[src/sv/ptsa_pkg.sv]
`timescale 1ns / 1ps
// ---------------------------------------------------------------------------
// ptsa_pkg
// Shared constants, opcodes and the stage-control struct for the tone and
// saturation pipeline.
// ---------------------------------------------------------------------------
package ptsa_pkg;

    localparam logic OP_CURVE_WRITE = 1'b0;
    localparam logic OP_PIXEL       = 1'b1;

    localparam logic REG_SAT_GAIN = 1'b0;
    localparam logic REG_VIB_GAIN = 1'b1;

    localparam int CFG_W = 14;

    localparam logic signed [17:0] K_YR = 18'sd9798;
    localparam logic signed [17:0] K_YG = 18'sd19235;
    localparam logic signed [17:0] K_YB = 18'sd3736;
    localparam logic signed [17:0] K_UR = -18'sd4817;
    localparam logic signed [17:0] K_UG = -18'sd9470;
    localparam logic signed [17:0] K_UB = 18'sd14287;
    localparam logic signed [17:0] K_VR = 18'sd20152;
    localparam logic signed [17:0] K_VG = -18'sd16876;
    localparam logic signed [17:0] K_VB = -18'sd3277;
    localparam logic signed [17:0] K_CU0 = -18'sd3441;
    localparam logic signed [17:0] K_CV0 = 18'sd7438;
    localparam logic signed [17:0] K_RV = 18'sd37356;
    localparam logic signed [17:0] K_GU = 18'sd12976;
    localparam logic signed [17:0] K_GV = 18'sd19038;
    localparam logic signed [17:0] K_BU = 18'sd66486;

    // Number of restoring square-root stages (result bits).
    localparam int SQRT_BITS = 17;

    typedef struct packed {
        logic valid;
        logic [7:0] alpha;
    } t_ctl;

    // Symmetric rounding shift, halves away from zero.
    function automatic logic signed [63:0] rnd_shift(input logic signed [63:0] v,
                                                     input int s);
        logic [63:0] half;
        logic [63:0] mag;
        half = 64'd1 << (s - 1);
        mag = v[63] ? 64'(-v) : 64'(v);
        mag = (mag + half) >> s;
        return v[63] ? -$signed(mag) : $signed(mag);
    endfunction

    function automatic logic [7:0] to_byte(input logic signed [19:0] q);
        logic signed [29:0] b;
        b = (30'(q) * 30'sd255 + 30'sd16384) >>> 15;
        if (q <= 0) return 8'd0;
        if (b > 30'sd255) return 8'd255;
        return b[7:0];
    endfunction

endpackage

[src/sv/ptsa_sqrt.sv]
`timescale 1ns / 1ps
// ---------------------------------------------------------------------------
// ptsa_sqrt
// Pipelined restoring integer square root, one result bit per stage, with a
// side payload that travels alongside and a common enable.
// ---------------------------------------------------------------------------
module ptsa_sqrt import ptsa_pkg::*; #(
    parameter int PAY_W = 64
) (
    input  logic                 i_clk,
    input  logic                 i_en,
    input  logic [33:0]          i_rad,
    input  logic [PAY_W-1:0]     i_pay,
    output logic [SQRT_BITS-1:0] o_root,
    output logic [PAY_W-1:0]     o_pay
);

    logic [33:0]          r_rem  [SQRT_BITS];
    logic [SQRT_BITS-1:0] r_root [SQRT_BITS];
    logic [PAY_W-1:0]     r_pay  [SQRT_BITS];

    for (genvar k = 0; k < SQRT_BITS; k++) begin : g_stage
        localparam int B = SQRT_BITS - 1 - k;
        logic [33:0]          n_rem;
        logic [SQRT_BITS-1:0] n_root;
        logic [PAY_W-1:0]     n_pay;
        logic [35:0] n_trial;
        logic [35:0] n_sh;
        if (k == 0) begin : g_first
            assign n_rem  = i_rad;
            assign n_root = '0;
            assign n_pay  = i_pay;
        end else begin : g_next
            assign n_rem  = r_rem[k-1];
            assign n_root = r_root[k-1];
            assign n_pay  = r_pay[k-1];
        end
        always_comb begin
            n_sh    = {2'b00, n_rem} >> (2 * B);
            n_trial = 36'({n_root, 2'b01});
        end
        always_ff @(posedge i_clk) begin
            if (i_en) begin
                r_pay[k] <= n_pay;
                if (n_sh >= n_trial) begin
                    r_rem[k]  <= n_rem - 34'(n_trial << (2 * B));
                    r_root[k] <= (n_root << 1) | 1'b1;
                end else begin
                    r_rem[k]  <= n_rem;
                    r_root[k] <= n_root << 1;
                end
            end
        end
    end

    assign o_root = r_root[SQRT_BITS-1];
    assign o_pay  = r_pay[SQRT_BITS-1];

endmodule

[config.mk]
export PLATFORM = sky130hd
export DESIGN_NAME = ptsa_sqrt
export DESIGN_NICKNAME = d
export VERILOG_FILES = /design/src/sv/ptsa_pkg.sv /design/src/sv/ptsa_sqrt.sv
export SDC_FILE = /design/constraint.sdc
export NUM_CORES = 2
export LEC_CHECK = 0
export BUFFER_PORTS_ARGS = -buffer_cell sky130_fd_sc_hd__buf_4
export CAP_MARGIN = 20
export CORE_ASPECT_RATIO = 1.25
export CORE_MARGIN = 10
export CORE_UTILIZATION = 40
export CTS_BUF_LIST = sky130_fd_sc_hd__clkbuf_4 sky130_fd_sc_hd__clkbuf_8
export DETAILED_ROUTE_END_ITERATION = 8
export PLACE_DENSITY = 0.59
export SYNTH_ARGS = -nofsm -noshare
export SYNTH_HDL_FRONTEND = slang
export SYNTH_SLANG_ARGS = --single-unit
[constraint.sdc]
create_clock -name i_clk -period 5.2 [get_ports i_clk]
set_clock_uncertainty 0.15 [all_clocks]
set_input_delay 1.04 -clock i_clk [delete_from_list [all_inputs] [get_ports i_clk]]
set_output_delay 1.04 -clock i_clk [all_outputs]
set_load 0.01 [all_outputs]
## Word level (Yosys, flattened, before mapping)

Memories as Yosys holds them, arrays and structs flattened.
Index checks and enable logic that the tools add are counted.

- Add/subtract/negate cells: 17
- Multipliers: 0
- Divide/modulo/power cells: 0
- $lt $le $gt $ge: 17
- Equal/unequal tests: 0
- Shift operators: 0
- Muxes and demuxes: 138
- Bitwise gates (word level): 34
- Reductions and logical operators: 0

Operator list:

| cell | number |
|---|---|
| two-way mux 34 bit | 17 |
| two-way mux 17 bit | 17 |
| subtractor 34 bit | 8 |
| two-way mux 1 bit | 104 |
| greater-or-equal comparator 34 x 19 -> 1 bit | 1 |
| bitwise OR 1 bit | 34 |
| subtractor 34 x 19 -> 34 bit | 1 |
| subtractor 34 x 21 -> 34 bit | 1 |
| subtractor 34 x 23 -> 34 bit | 1 |
| subtractor 34 x 25 -> 34 bit | 1 |
| subtractor 34 x 27 -> 34 bit | 1 |
| subtractor 34 x 29 -> 34 bit | 1 |
| subtractor 34 x 31 -> 34 bit | 1 |
| subtractor 34 x 33 -> 34 bit | 1 |
| subtractor 34 x 33 -> 34 bit, second input constant | 1 |
| greater-or-equal comparator 32 x 19 -> 1 bit | 1 |
| greater-or-equal comparator 30 x 19 -> 1 bit | 1 |
| greater-or-equal comparator 28 x 19 -> 1 bit | 1 |
| greater-or-equal comparator 26 x 19 -> 1 bit | 1 |
| greater-or-equal comparator 24 x 19 -> 1 bit | 1 |
| greater-or-equal comparator 22 x 19 -> 1 bit | 1 |
| greater-or-equal comparator 20 x 19 -> 1 bit | 1 |
| greater-or-equal comparator 10 x 19 -> 1 bit | 1 |
| greater-or-equal comparator 12 x 19 -> 1 bit | 1 |
| other kinds (7) | 7 |

- Flip-flop bits (word level): 0
- Latch bits: 0
- Bits in writable memories: 1955
- Bits in read-only memories: 0
- Output and inout port bits: 81
- Logic and storage cells: 209
- Memories kept: 3

Memories:

| memory | depth | bits a word | rd ports | clocked after Yosys merged registers in | write ports | line | text |
|---|---|---|---|---|---|---|---|
| r_pay | 17 | 64 | 17 | 0 | 17 | ptsa_sqrt.sv:20 | `logic [PAY_W-1:0] r_pay [SQRT_BITS];` |
| r_rem | 17 | 34 | 16 | 0 | 17 | ptsa_sqrt.sv:18 | `logic [33:0] r_rem [SQRT_BITS];` |
| r_root | 17 | 17 | 17 | 0 | 17 | ptsa_sqrt.sv:19 | `logic [SQRT_BITS-1:0] r_root [SQRT_BITS];` |

## Depth between registers and ports, before layout

An unclocked memory read counts as a cell.

- Word-level depth: 6
- Depth in mapped cells: 11

## Worst setup path before layout

No wires, ideal clock.

- Kind: input-to-reg
- From: input port i_en
- To: memory r_rem[15][10], data pin
- Library setup time: 262 ps
- Arrival: 3019 ps
- Data required time: 4788 ps
- Path slack: 1769 ps
- Stages on the path: 7
- Buffers on the path: 2
- Cell sequence: buf_2 -> inv_1 -> or3_1 -> a2111o_1 -> a2111oi_4 -> buf_2 -> mux2_1

RTL lines:

| item | line | text |
|---|---|---|
| start: declaration | ptsa_sqrt.sv:11 | `input logic i_en,` |
| end: declaration | ptsa_sqrt.sv:18 |  |

==> results.py <==
metrics = {
    "run_status": {
        "status": "complete, no violations",
    },
    "critical_path": {
        "critical_path_class": "reg -> reg",
        "cp-end-kind": "register",
        "cp_data_required_time_ns": 5.73,
        "crit_fanout": 35,
        "critPathLaunchType": "register",
        "r2r_slack_ns": 1.59,
        "arrival_ns": 4.14,
    },
    "power": {
        "power_density_mw_per_mm2": 417,
        "peakVddDrop_mv": 0.261,
        "power_leakage_nw": 27.4,
        "clock_power_share_pct": 35.9,
        "switchingPower_w": 0.00708,
        "pwr-share-comb_pct": 8.2,
        "swShare_pct": 22.4,
        "p_int_w": 0.0246,
        "p_seq_share_pct": 55.9,
    },
    "logic_synthesis": {
        "seq_area_frac_synth_pct": 82.0,
        "synthCells": 3600,
        "synth_area_per_cell_sq_um": 18.1,
        "ys_ff_latch": 1785,
        "yosysTopAreaCellShare_pct": 82.0,
        "synth_edf_count": 1784,
        "yosys_warnings": 0,
        "synth.most_common_cell": "edfxtp_1",
        "syn_nets": 3868,
        "synthTopCellsByArea": "edfxtp_1 82%, ha_1 3.2%, xnor2_1 1.6%, xor2_1 1.3%, inv_1 1.2%",
        "synth_top_cells_by_count": "1784 x edfxtp_1, 214 x inv_1, 168 x ha_1, 166 x nor2_1, 142 x nand2_1",
        "postSynth.asyncResetShare_pct": 0,
        "synthFlopType": "edfxtp_1",
        "netlist_area_sq_mm": 0.0653,
        "yosys.area.top_type": "edfxtp_1",
        "ys_types": 80,
    },
    "clock_tree": {
        "clockRootBuffer": "clkbuf_8",
        "clkSlewWorstSetupHoldPaths_ns": 0.06,
        "cts_max_level": 5,
        "clk_path_buf_depth": 4,
        "cts_sinks": 1785,
        "clk_latency_ns": 0.99,
        "numCtsBuffers": 301,
        "cts_setup_buffers": 0,
        "cts_tree": "done",
    },
    "place": {
        "place_congestion": 0.859,
        "pre_cts_slack_ns": 1.17,
        "io_buffers": 180,
        "dp_hpwl_mm": 57.6,
        "dp.cells": 5924,
    },
    "hold_path": {
        "hold_path_class": "in -> reg",
    },
    "timing": {
        "rsz0062_at_grt": "false",
        "fin_crit_sh_pct": 69.4,
        "post-route-min-period_ns": 3.61,
        "worst_slack_ns": 1.59,
        "slew_headroom_pct": 22.2,
        "totalNegativeSetupSlack_ns": 0,
        "fmax_ghz": 0.277,
        "whs_ns": 0.161,
        "final-setup-viol-count": 0,
        "slew_violations": 0,
        "hold_viol_final": 0,
        "worst_pin_slew_ns": 1.17,
    },
    "grt": {
        "grt_remaining_overflow": 0,
        "grt_pass1_vias": 31542,
        "grt_max_degree": 201,
        "antenna_found_initial": 5,
        "grt_pass1_wl_mm": 158,
        "grt.total_usage_pct": 10.7,
    },
    "drt": {
        "routed_wl_mm": 95.7,
        "drtIter0Drc": 1652,
        "drc_errors": 0,
        "antenna_left": 0,
        "firstDrtPassIters": 5,
        "vias_per_cell": 4.62,
        "via_count": 30127,
        "wire_per_inst_microns": 14.7,
    },
    "floorplan": {
        "start_util_pct": 40.3,
        "core_sq_mm": 0.162,
        "ioPinCount": 181,
        "die_area_sq_mm": 0.180,
        "dieWidth_microns": 381,
        "placementRows": 165,
        "die_h_microns": 472,
    },
    "final_layout": {
        "final_nets": 4419,
        "syn2layout_area_growth_pct": 16.2,
        "drive_gt1_share_pct": 15.8,
        "layoutNonFillerInstCount": 6518,
    },
    "job": {
        "drv_cap": 0,
    },
}
==> registers in the layout (all words and copies together) (netlist names) <==
signal  count
r_rem     544
r_pay    1088
r_root    153
==> final timing paths <==
| path | startpoint | endpoint | cells after the start |
|---|---|---|---|
| max | r_rem[14][13] | r_rem[15][29] | 9 |
| min | i_rad[10] | r_rem[0][10] | 1 |
| max reg2reg | r_rem[14][13] | r_rem[15][29] | 9 |
| min reg2reg | r_rem[1][15] | r_rem[2][15] | 0 |
==> final cells by class <==
cell class / instances / area [sq um]
antenna: 3 / 7.51
clock buffer: 387 / 4810
clock inverter: 109 / 621
fill: 13776 / 86200
inverter: 214 / 803
multi-input combinational: 1545 / 10700
sequential: 1785 / 53600
tap: 2171 / 2720
timing repair buffer: 304 / 2610
==> per-layer routing <==
| layer | routed length (microns) | vias up | global-route usage (%) |
|---|---|---|---|
| li1 | - | 14876 | - |
| met4 | 3750 | 0 | 5.54 |
| met2 | 45800 | 668 | 17.3 |
| met5 | 0 | - | 0 |
| met1 | 41000 | 14303 | 12.7 |
| met3 | 5130 | 280 | 3.38 |
==> metrics by stage <==
stage	cell area (sq um)	util, %	total power [W]
2_1_floorplan	65300	-	0.0196
3_3_place_gp	69500	42.9	0.0205
3_5_place_dp	69500	42.9	0.0205
4_1_cts	75800	46.8	0.0323
5_1_grt	75900	46.8	0.0334
6_report	75900	46.8	0.0317
==> worst max-delay path: stages (launching register included) <==
cell and delay (ns):
edfxtp_1 0.40, ha_1 0.41, and4_1 0.26, a211oi_1 0.61, o21ai_1 0.20, a2111oi_4 0.30
buf_4 0.38, or2_1 0.34, nor4b_1 0.12, xor2_1 0.17
==> what timing repair did <==
| action | CTS | global route |
|---|---|---|
| hold endpoints to repair | 93 | 0 |
| hold buffers | 93 | 0 |
| resized for setup | 0 | 0 |
| setup endpoints to repair | 0 | 0 |
==> power groups by stage <==
stage / logic, W / clock network (W) / registers, W
after floorplan: 0.00178 / 0 / 0.0179
after global placement: 0.00245 / 0 / 0.0180
after detailed placement: 0.00252 / 0 / 0.0180
after CTS: 0.00259 / 0.0119 / 0.0177
after global routing: 0.00292 / 0.0126 / 0.0178
final: 0.00259 / 0.0114 / 0.0177
==> cell usage in the layout, fill, tap and decap left out, types with 13 or more instances in the layout <==
cell type / n
edfxtp_1: 1784
clkbuf_8: 305
inv_1: 214
buf_4: 204
ha_1: 168
nor2_1: 166
nand2_1: 142
a21oi_1: 132
xnor2_1: 122
xor2_1: 94
dlygate4sd3_1: 93
o21ai_0: 84
clkbuf_4: 82
clkinv_1: 71
nor3_1: 63
nor4_1: 46
o21ai_1: 44
nand3_1: 36
nand2b_1: 35
a21o_1: 34
o21a_1: 30
or3_1: 29
nor2b_1: 26
nand4_1: 23
clkinv_2: 22
mux2_2: 20
nand4b_1: 17
o31ai_1: 16
or2_2: 15
mux2_1: 13
==> cells by family after synthesis <==
family	after synthesis	synth area share, %
fa+ha+maj	168	3.22
xor+xnor	216	2.90
compound gates	447	4.28
buf+inv	270	1.56
mux	40	0.676
simple gates	674	5.34
flops	1785	82.0
(Power assumes the default switching activity.)
